$ cat config.mk
export PLATFORM = sky130hd
export DESIGN_NAME = rbf_lane
export DESIGN_NICKNAME = d
export VERILOG_FILES = /design/src/hdl/rbf_pkg.sv /design/src/hdl/rbf_lane.sv
export SDC_FILE = /design/constraint.sdc
export NUM_CORES = 1
export LEC_CHECK = 0
export BUFFER_PORTS_ARGS = -buffer_cell sky130_fd_sc_hd__buf_2
export CORE_MARGIN = 2
export CORE_UTILIZATION = 60
export CTS_BUF_LIST = sky130_fd_sc_hd__clkbuf_4 sky130_fd_sc_hd__clkbuf_8 sky130_fd_sc_hd__clkbuf_16
export DETAILED_ROUTE_END_ITERATION = 16
export GPL_TIMING_DRIVEN = 1
export PLACE_DENSITY = 0.82
export SLEW_MARGIN = 20
export SYNTH_ARGS = -nofsm -noshare
export SYNTH_HDL_FRONTEND = slang
export SYNTH_SLANG_ARGS = --single-unit
$ cat constraint.sdc
create_clock -name clk -period 5.15 [get_ports clk]
set_clock_uncertainty 0.15 [all_clocks]
set_input_delay 1.03 -clock clk [delete_from_list [all_inputs] [get_ports clk]]
set_output_delay 1.03 -clock clk [all_outputs]
set_load 0.02 [all_outputs]
$ cat src/hdl/rbf_pkg.sv
// Shared types and constants of the RGB 3x3 box filter.
`default_nettype none

package rbf_pkg;

	localparam int MAX_WIDTH  = 256;
	localparam int MAX_HEIGHT = 256;

	localparam int COL_W = $clog2(MAX_WIDTH);
	localparam int ROW_W = $clog2(MAX_HEIGHT);

	// size register width and reply coordinate width are fixed by the interface
	localparam int CFG_W     = 9;
	localparam int CFG_IDX_W = 1;
	localparam int POS_W     = 8;
	localparam int PIX_W     = 8;
	localparam int NCH       = 3;
	localparam int WIN_N     = 3;

	// compare widths for the clamped frame size against the counters
	localparam int WCMP_W = (CFG_W > COL_W + 1) ? CFG_W : COL_W + 1;
	localparam int HCMP_W = (CFG_W > ROW_W + 1) ? CFG_W : ROW_W + 1;

	// mean = (sum + 4) / 9, exact for sums up to 2299 via (x * 3641) >> 15
	localparam int SUM_W       = 12;
	localparam int ROUND_BIAS  = 4;
	localparam int RECIP_W     = 12;
	localparam int RECIP       = 3641;
	localparam int RECIP_SHIFT = 15;

	// channel order in a packed pixel: index 2 red, 1 green, 0 blue
	localparam int CH_RED   = 2;
	localparam int CH_GREEN = 1;
	localparam int CH_BLUE  = 0;

	typedef enum logic [CFG_IDX_W-1:0] {
		CFG_FRAME_WIDTH  = 1'b0,
		CFG_FRAME_HEIGHT = 1'b1
	} cfg_reg_t;

	typedef logic [PIX_W-1:0] chan_t;
	typedef logic [NCH-1:0][PIX_W-1:0] px_t;

	typedef struct packed {
		px_t upper;
		px_t middle;
	} ls_entry_t;

	localparam int LS_W = $bits(ls_entry_t);

	typedef struct packed {
		logic             last;
		logic [POS_W-1:0] crow;
		logic [POS_W-1:0] ccol;
	} meta_t;

	typedef struct packed {
		px_t   px;
		meta_t meta;
	} res_t;

endpackage

`default_nettype wire

$ cat src/hdl/rbf_lane.sv
// One colour lane: 3x3 window, nine-sample sum and rounded mean.
`default_nettype none

module rbf_lane (
	input  logic                clk,
	input  logic                arst_n,
	input  logic                en,
	input  logic                shift,
	input  rbf_pkg::chan_t      up,
	input  rbf_pkg::chan_t      mid,
	input  rbf_pkg::chan_t      pix,
	output rbf_pkg::chan_t      mean
);
	import rbf_pkg::*;

	// win_q[row][col], row 0 is the oldest line, col 2 the newest pixel
	logic [WIN_N-1:0][WIN_N-1:0][PIX_W-1:0] win_q;
	logic [SUM_W-1:0]                       sum;
	logic [SUM_W-1:0]                       sum_s3;
	logic [SUM_W+RECIP_W-1:0]               prod;
	chan_t                                  mean_s4;

	always_ff @(posedge clk or negedge arst_n) begin
		if (!arst_n) begin
			win_q <= '0;
		end else if (shift) begin
			for (int k = 0; k < WIN_N; k++) begin
				for (int j = 0; j < WIN_N - 1; j++) begin
					win_q[k][j] <= win_q[k][j+1];
				end
			end
			win_q[0][WIN_N-1] <= up;
			win_q[1][WIN_N-1] <= mid;
			win_q[2][WIN_N-1] <= pix;
		end
	end

	always_comb begin
		sum = SUM_W'(ROUND_BIAS);
		for (int k = 0; k < WIN_N; k++) begin
			for (int j = 0; j < WIN_N; j++) begin
				sum = sum + SUM_W'(win_q[k][j]);
			end
		end
	end

	assign prod = (SUM_W + RECIP_W)'(sum_s3) * (SUM_W + RECIP_W)'(RECIP);

	always_ff @(posedge clk) begin
		if (en) begin
			sum_s3  <= sum;
			mean_s4 <= prod[RECIP_SHIFT +: PIX_W];
		end
	end

	assign mean = mean_s4;

endmodule

`default_nettype wire

# After elaboration in Yosys (flattened, before gate mapping)
# Cells that the tools add are included.
# op_classes
addsub,9
mul,1
# ops
op,n
$add A12 B8 Y12,5
$mul A12 B12 Y23 const B,1
$add A11 B8 Y12,1
$add A10 B8 Y11,1
$add A9 B8 Y10,1
$add A3 B8 Y9 const A,1
# totals
ff_bits,92
inputBits,28

# Logic depth before layout (Yosys ltp)
# Gate-level depths: netlist of the first run.
# depth
depth_word,9
ltp_mapped,18
mapped_depth_nobuf,18

# Least setup slack after synthesis of the first run
# No wires, ideal clock.
# synth_path
path_kind,register to register
from,register sum_s3[3]
to,"register mean_s4[5], in the netlist mean[5] (data pin)"
setup_time_ns,0.270
t_arrival_ns,4.139
path_slack_ns,0.592
stages_incl_launch_ff,19
n_path_buf,0
synth_period_minus_slack_ns,4.558
path_cell_list,edfxtp_1 inv_1 fa_1 inv_1 ha_1 inv_1 fa_1 inv_1 fa_1 inv_1 fa_1 inv_1 ha_1 o21ai_0 o21ai_1 a221oi_2 and2b_1 o41ai_2 xor2_1
# synth_via
elab_chain_cells,1
# synth_lines
element,line_no,rtl
start: declaration,rbf_lane.sv:19,logic [SUM_W-1:0] sum_s3;
start signal: assignment,rbf_lane.sv:51,sum_s3 <= sum;
$mul A12 B12 Y23,rbf_lane.sv:47,assign prod = (SUM_W + RECIP_W)'(sum_s3) * (SUM_W + RECIP_W)'(RECIP);
via prod[20],rbf_lane.sv:20,logic [SUM_W+RECIP_W-1:0] prod;
end signal: assignment,rbf_lane.sv:52,mean_s4 <= prod[RECIP_SHIFT +: PIX_W];
end: declaration,rbf_lane.sv:21,chan_t mean_s4;
# The timed path passes the listed nets, and every way through them passes these cells.
# A chain may end at the register's enable or synchronous reset.

# Final worst setup path of the first run
# layout_path
from,register sum_s3[3]
to,"register mean_s4[4], in the netlist mean[4] (data pin)"
# Same word-level chain as after synthesis.

==> reports/qor_table.md, run 1 <==
| Step | Parameter | Reported |
| --- | --- | --- |
| run status | Outcome | finished clean |
| yosys | Most used DFF post-synth | sky130_fd_sc_hd__dfrtp_1 |
| critical path | Critical path class | reg2reg |
| cells and area | Combined flip-flop and latch cell area | 0.00240 mm² |
| cells and area | Commonest non-fill, non-tap cell in the layout | sky130_fd_sc_hd__inv_1 |
| timing | Final max-slew violation count | 0 |
| clock network | CTS tree | done |
| critical path | Reg2Reg Depth | 17 |
| yosys | Number of flops mapped to enable cells by yosys | 20 |
| clock network | Maximum clock path buffer count | 2 |
| worst hold path | Class of the most critical hold timing path | reg2reg |
| die | Die height | 112 µm |
| timing | Unrepaired setup endpoints after global routing | false |
| timing | Final hold violation count | 0 |
| timing | Final Critical Period | 4.83 ns |
| critical path | Critical register-to-register path endpoint | mean[4] |
| yosys | FFs w/ async S/R, synth | 78.3% |
| detailed routing | Final antenna-violating net count | 0 |
| placed design | Weighted congestion reported at the end of routability-driven placement | 0.882 |
| detailed routing | Wire length per cell | 15.2 µm |
| timing | # setup viols final | 0 |
| cells and area | Share of final-layout standard cells stronger than drive strength 1 | 18.8% |
| cells and area | Multi-input combinational cell area | 0.00408 mm² |
| timing | Max-slew headroom | 37.4% |
| detailed routing | Total Routed Length | 11.5 mm |
| critical path | Max Fanout on Critical Path | 4 |
| critical path | Reg-to-reg setup timing slack | 0.32 ns |
| cells and area | Layout-stage area growth over the synthesis result | 8.95% |
| placed design | Post-detail-place hpwl | 9.26 mm |
| clock network | Root buffer selected by CTS | sky130_fd_sc_hd__clkbuf_16 |
| grt | Grt ovf | 0 |
| critical path | Worst flop-to-flop path startpoint | sum_s3[3] |
| die | Die area | 0.0125 mm² |
| clock network | Count of cells resized by post-cts repair | 0 |
| detailed routing | DR vias | 4,054 |
| critical path | Startpoint Class | flop |
| worst hold path | Endpoint with the worst hold slack | win_q[13] |
| cells and area | Post-layout instance area | 0.00762 mm² |
| worst hold path | Cells on Worst Hold Path | 2 |
| cells and area | Post-layout nets | 804 |
| clock network | Clock latency on the worst-skew pair | 0.34 ns |
| die | Standard cell core area | 0.0114 mm² |
| grt | Maximum number of pins on one net before global-route repair | 52 |
| detailed routing | Residual DRC | 0 |
| yosys | Seq/Total Area, Yosys | 34.4% |
| timing | Pin slew with the least headroom to its limit | 0.940 ns |
| timing | Highest attainable clock frequency | 207 MHz |
| die | # rows | 39 |
| worst hold path | Startpoint of the tightest hold check path | win_q[21] |
| critical path | Req. time, crit path | 5.10 ns |
| detailed routing | First-pass iteration count of the detailed router | 4 |
| job | Max-cap violations | 0 |
| yosys | Count of distinct cell types in the synthesized netlist | 37 |
| yosys | Ys Warns | 0 |
| die | Die width | 112 µm |
| clock network | Clock buffer count from CTS | 9 |
| detailed routing | Starting DRC count in detailed routing | 108 |
| clock network | H-tree lvl count | 3 |
| timing | Setup TNS | 0 ns |
| yosys | Syn nets | 765 |
| clock network | CTS clock-pin slew for the worst setup and hold paths | 0.08 ns |
| grt | Antenna violations before repair | 0 |
| cells and area | Number of diodes added for antenna fixing | 0 |
| die | Effective utilization at floorplan | 61.2% |
| clock network | CTS sink cnt | 92 |
| grt | Via count of the first global-routing pass | 4,412 |
| placed design | Buffers on Ports | 35 |
| die | # IOs | 36 |
| cells and area | Number of fillers in the final layout | 835 |
| critical path | Worst setup EP type | flop |
| cells and area | Top library cells by usage in the layout, fill and taps aside | 126 x sky130_fd_sc_hd__inv_1, 84 x sky130_fd_sc_hd__fa_1, 80 x sky130_fd_sc_hd__ha_1 |
| timing | Period utilisation layout | 93.8% |
| grt | Wire length of the first global-routing pass | 20.5 mm |
| clock network | Post-CTS setup buffers | 0 |
| detailed routing | Number of vias per cell | 5.33 |
| yosys | Mean post-synth cell area | 12.2 µm² |
| critical path | Data arrival at the endpoint of the critical path | 4.78 ns |
| yosys | Post-Syn Instances | 573 |
| yosys | Area of the mapped netlist | 0.00699 mm² |
| yosys | Number of flip-flops and latches in the synthesized netlist | 92 |
| placed design | Placed Instance Area | 0.00733 mm² |
| clock network | Number of buffers inserted for hold repair after clock tree synthesis | 0 |
| grt | GRT Overall Usage | 20.6% |
## worst max-delay path: stages, from the launching register on
cell and delay (ns):
sky130_fd_sc_hd__edfxtp_1 0.42, sky130_fd_sc_hd__inv_1 0.12, sky130_fd_sc_hd__fa_1 0.54, sky130_fd_sc_hd__inv_1 0.06
sky130_fd_sc_hd__ha_1 0.30, sky130_fd_sc_hd__inv_1 0.06, sky130_fd_sc_hd__fa_1 0.49, sky130_fd_sc_hd__inv_1 0.05
sky130_fd_sc_hd__fa_1 0.50, sky130_fd_sc_hd__inv_1 0.05, sky130_fd_sc_hd__fa_1 0.52, sky130_fd_sc_hd__inv_1 0.04
sky130_fd_sc_hd__ha_1 0.29, sky130_fd_sc_hd__o21ai_0 0.08, sky130_fd_sc_hd__or3_1 0.33, sky130_fd_sc_hd__o21ai_2 0.31
sky130_fd_sc_hd__a21oi_1 0.14, sky130_fd_sc_hd__xnor2_1 0.14
## worst max path at each step
stage / startpoint / endpoint / slack, ns / cells after the start
2_1_floorplan: sum_s3[3] / mean[5] / 0.59 / 18
3_3_place_gp: sum_s3[3] / mean[6] / 0.43 / 17
3_5_place_dp: sum_s3[3] / mean[4] / 0.31 / 17
4_1_cts: sum_s3[3] / mean[4] / 0.30 / 17
5_1_grt: sum_s3[3] / mean[4] / 0.11 / 17
6_report: sum_s3[3] / mean[4] / 0.32 / 17
## kinds of logic (layout without fill, tap and decap cells)
logic type	count (synthesis)	in the layout	synth area share [%]
compound gates	59	59	5.65
xor+xnor	20	20	2.51
fa+ha+maj	164	164	38.4
buf+inv	136	180	7.36
flops	92	92	34.4
mux	55	55	8.86
simple gates	47	47	2.90
## cell usage after synthesis, types with 2 or more instances
cell / number / area share [%]
sky130_fd_sc_hd__a211oi_1: 2 / 0.21
sky130_fd_sc_hd__fa_1: 84 / 24
sky130_fd_sc_hd__edfxtp_1: 20 / 8.6
sky130_fd_sc_hd__nor2b_1: 2 / 0.18
sky130_fd_sc_hd__a21o_1: 5 / 0.54
sky130_fd_sc_hd__inv_1: 126 / 6.8
sky130_fd_sc_hd__o21a_1: 3 / 0.32
sky130_fd_sc_hd__clkbuf_1: 7 / 0.38
sky130_fd_sc_hd__xor2_1: 5 / 0.63
sky130_fd_sc_hd__a21oi_1: 6 / 0.43
sky130_fd_sc_hd__dfrtp_1: 72 / 26
sky130_fd_sc_hd__nor2_1: 9 / 0.48
sky130_fd_sc_hd__xnor2_1: 15 / 1.9
sky130_fd_sc_hd__ha_1: 80 / 14
sky130_fd_sc_hd__o41ai_2: 2 / 0.47
sky130_fd_sc_hd__o21ai_1: 5 / 0.36
sky130_fd_sc_hd__nand2_1: 26 / 1.4
sky130_fd_sc_hd__o21ai_0: 25 / 1.8
sky130_fd_sc_hd__nand3_1: 3 / 0.21
sky130_fd_sc_hd__nand2b_1: 2 / 0.18
sky130_fd_sc_hd__o21bai_1: 2 / 0.21
sky130_fd_sc_hd__mux2_2: 55 / 8.9
sky130_fd_sc_hd__buf_2: 3 / 0.21
## state kept, by name, summed over array words and instances, names as in the netlist
signal  flops
win_q      72
sum_s3     12
mean        8
## layout make-up
| class | count | area share [%] |
|---|---|---|
| well taps | 143 | 2.35 |
| inverters | 126 | 6.21 |
| multi-input cells | 345 | 53.5 |
| clock buffers | 9 | 2.96 |
| flip-flops and latches | 92 | 31.5 |
| repair buffers | 38 | 2.60 |
| clock inverters | 7 | 0.854 |
## routing by layer
metal | part of all wire (%) | global-route usage [%]
met1 | 42 | 26.6
met2 | 53 | 35.9
met3 | 2.4 | 3.65
met4 | 1.7 | 6.42
met5 | 0 | 0
## metrics by stage
step / std cells / hold WS, ns / worst slack [ns] / util (%)
2_1_floorplan: 573 / 0.300 / 0.592 / -
3_3_place_gp: 744 / 0.306 / 0.432 / 64.2
3_5_place_dp: 744 / 0.315 / 0.310 / 64.2
4_1_cts: 760 / 0.333 / 0.302 / 66.7
5_1_grt: 760 / 0.356 / 0.112 / 66.7
6_report: 760 / 0.331 / 0.319 / 66.7
Power of run 1 is not shown: default switching activity piles up to over one toggle a cycle in this logic, so the estimate is an artifact.
==> run 2, diff against run 1 <==
--- a/config.mk
+++ b/config.mk
@@ -7,11 +7,11 @@
 export LEC_CHECK = 0
 export BUFFER_PORTS_ARGS = -buffer_cell sky130_fd_sc_hd__buf_2
 export CORE_MARGIN = 2
-export CORE_UTILIZATION = 60
+export CORE_UTILIZATION = 63
 export CTS_BUF_LIST = sky130_fd_sc_hd__clkbuf_4 sky130_fd_sc_hd__clkbuf_8 sky130_fd_sc_hd__clkbuf_16
 export DETAILED_ROUTE_END_ITERATION = 16
 export GPL_TIMING_DRIVEN = 1
-export PLACE_DENSITY = 0.82
+export PLACE_DENSITY = 0.86
 export SLEW_MARGIN = 20
 export SYNTH_ARGS = -nofsm -noshare
 export SYNTH_HDL_FRONTEND = slang
==> run 2 against run 1 <==
Largest cell class unchanged. Register-to-register slack got worse by 0.02 ns. Final area down 1.4%. Sequential cell count unchanged. Critical path type unchanged. Via count grew 0.35%. Fmax decreased by 0.41%. Die area fell by 4.6%. Non-clock buffer count fell by 1. Sequential share of layout area increased by 0.46 points. Critical path depth grew 1. Count of clock-buffer cells in the layout up 1.
==> reports/qor_table.md, run 2 (same netlist as run 1, synthesis figures left out) <==
| Step | Parameter | Reported |
| --- | --- | --- |
| critical path | Slowest cell on the critical path | sky130_fd_sc_hd__fa_1 |
| critical path | Critical path class | reg2reg |
| detailed routing | First-pass iteration count of the detailed router | 4 |
| critical path | Data arrival at the endpoint of the critical path | 4.82 ns |
| critical path | Req. time, crit path | 5.12 ns |
| detailed routing | Number of vias per cell | 5.38 |
| die | Standard cell core area | 0.0108 mm² |
| die | Die area | 0.0120 mm² |
| placed design | Post-detail-place hpwl | 9.38 mm |
| critical path | Startpoint Class | flop |
| critical path | Top delay family on crit path | adder cells |
| placed design | Buffers on Ports | 35 |
| cells and area | Post-layout nets | 803 |
| timing | Final hold violation count | 0 |
| grt | Wire length of the first global-routing pass | 20.2 mm |
| timing | Final Critical Period | 4.85 ns |
| detailed routing | Total Routed Length | 11.5 mm |
| timing | Period utilisation layout | 94.2% |
| die | Die width | 109 µm |
| die | Effective utilization at floorplan | 64.5% |
| timing | Final max-slew violation count | 0 |
| timing | Worst hold slack across all endpoints | 0.337 ns |
| cells and area | Commonest non-fill, non-tap cell in the layout | sky130_fd_sc_hd__inv_1 |
| timing | Setup TNS | 0 ns |
| grt | Antenna violations before repair | 0 |
| clock network | Root buffer selected by CTS | sky130_fd_sc_hd__clkbuf_8 |
| timing | Highest attainable clock frequency | 206 MHz |
| timing | Max-slew headroom | 45.1% |
| clock network | Clock latency on the worst-skew pair | 0.37 ns |
| die | # rows | 38 |
| detailed routing | Final antenna-violating net count | 0 |
| cells and area | Register containing the most flip-flops in the final layout | win_q |
| critical path | WP buf/inv | 6 |
| clock network | CTS sink cnt | 92 |
| clock network | CTS clock-pin slew for the worst setup and hold paths | 0.10 ns |
| detailed routing | Starting DRC count in detailed routing | 155 |
| clock network | CTS tree | done |
| clock network | Count of cells resized by post-cts repair | 0 |
| cells and area | Number of fillers in the final layout | 760 |
| die | Die height | 109 µm |
| critical path | Delay of the slowest cell on the worst path | 0.55 ns |
| die | # IOs | 36 |
| clock network | Maximum clock path buffer count | 2 |
| timing | Unrepaired setup endpoints after global routing | false |
| clock network | H-tree lvl count | 3 |
| timing | # setup viols final | 0 |
| timing | Pin slew with the least headroom to its limit | 0.824 ns |
| cells and area | Number of diodes added for antenna fixing | 0 |
| job | Max-cap violations | 0 |
| cells and area | Share of final-layout standard cells stronger than drive strength 1 | 18.7% |
| clock network | Clock buffer count from CTS | 9 |
| detailed routing | Wire length per cell | 15.2 µm |
| grt | Maximum number of pins on one net before global-route repair | 49 |
| clock network | Post-CTS setup buffers | 0 |
| critical path | Worst path most repeated cell | sky130_fd_sc_hd__inv_1 |
| critical path | Worst setup EP type | flop |
| detailed routing | DR vias | 4,068 |
| cells and area | Number of flip-flops in the largest register | 72 |
| grt | Grt ovf | 0 |
| placed design | Weighted congestion reported at the end of routability-driven placement | 0.891 |
| critical path | Worst path cell trace | inv_1 -> fa_1 -> inv_1 -> ha_1 -> inv_1 -> fa_1 -> inv_1 -> fa_1 -> inv_1 -> fa_1 -> inv_1 -> ha_1 -> o21ai_0 -> o21ai_1 -> a221oi_2 -> and2b_1 -> o41ai_2 -> xor2_1 |
| detailed routing | Residual DRC | 0 |
| run status | Outcome | finished clean |
| cells and area | Layout-stage area growth over the synthesis result | 7.37% |
| grt | Via count of the first global-routing pass | 4,483 |
| grt | GRT Overall Usage | 22.2% |
| clock network | Number of buffers inserted for hold repair after clock tree synthesis | 0 |
| cells and area | Top library cells by usage in the layout, fill and taps aside | 126 x sky130_fd_sc_hd__inv_1, 84 x sky130_fd_sc_hd__fa_1, 80 x sky130_fd_sc_hd__ha_1 |
| cells and area | Final standard cell utilization of the core | 69.3% |
| critical path | Max Fanout on Critical Path | 3 |
| worst hold path | Class of the most critical hold timing path | reg2reg |
==> run 2: cell types whose count changed in the layout (fill, tap and decap cells not counted) <==
cell and delta:
sky130_fd_sc_hd__buf_4 -1, sky130_fd_sc_hd__clkbuf_16 -9, sky130_fd_sc_hd__clkbuf_8 +10, sky130_fd_sc_hd__clkinv_2 -1, sky130_fd_sc_hd__clkinv_4 +1, sky130_fd_sc_hd__clkinvlp_4 +1, sky130_fd_sc_hd__inv_8 -2
==> run 2: area by class of cell <==
| type | instances | area [µm²] | area share [%] |
|---|---|---|---|
| Inverter | 126 | 473 | 6.30 |
| Timing Repair Buffer | 37 | 190 | 2.53 |
| Clock inverter | 6 | 53.8 | 0.717 |
| Sequential cell | 92 | 2400 | 32.0 |
| Clock buffer | 10 | 138 | 1.83 |
| Multi-Input combinational cell | 345 | 4080 | 54.3 |
| Tap cell | 140 | 175 | 2.33 |
==> run 2: worst register-to-register path: stages, from the launching register on <==
cell and delay, ns:
sky130_fd_sc_hd__edfxtp_1 0.44, sky130_fd_sc_hd__inv_1 0.12, sky130_fd_sc_hd__fa_1 0.55, sky130_fd_sc_hd__inv_1 0.06, sky130_fd_sc_hd__ha_1 0.30, sky130_fd_sc_hd__inv_1 0.06
sky130_fd_sc_hd__fa_1 0.49, sky130_fd_sc_hd__inv_1 0.05, sky130_fd_sc_hd__fa_1 0.49, sky130_fd_sc_hd__inv_1 0.06, sky130_fd_sc_hd__fa_1 0.53, sky130_fd_sc_hd__inv_1 0.04
sky130_fd_sc_hd__ha_1 0.31, sky130_fd_sc_hd__o21ai_0 0.09, sky130_fd_sc_hd__o21ai_1 0.09, sky130_fd_sc_hd__a221oi_2 0.33, sky130_fd_sc_hd__and2b_1 0.22, sky130_fd_sc_hd__o41ai_2 0.08
sky130_fd_sc_hd__xor2_1 0.15
==> run 2: through the flow <==
step,cell area (µm²),setup WS [ns],cells
after floorplan,6990,0.592,573
final,7510,0.299,756
after global placement,7320,0.432,740
after global routing,7510,0.0491,756
after detailed placement,7320,0.295,740
after CTS,7510,0.277,756
==> run 2: final timing paths <==
path,startpoint,slack [ns],cells after the start,end
worst min-delay path,win_q[20],0.34,2,win_q[12]
worst max register to register,sum_s3[3],0.30,18,mean[5]
worst min register to register,win_q[20],0.34,2,win_q[12]
max in group asynchronous,arst_n,3.35,2,win_q[65]
worst max-delay path,sum_s3[3],0.30,18,mean[5]
min in group asynchronous,arst_n,0.55,1,win_q[36]
==> run 2: layer usage <==
layer  part of all wire [%]  vias up  track usage (%)
li1                       -     1908                -
met1                     42     2081             28.2
met2                     53       58             38.4
met3                    2.5       21             3.79
met4                    2.1        0             7.78
met5                      0        -                0
Power of run 2 is left out for the same reason.
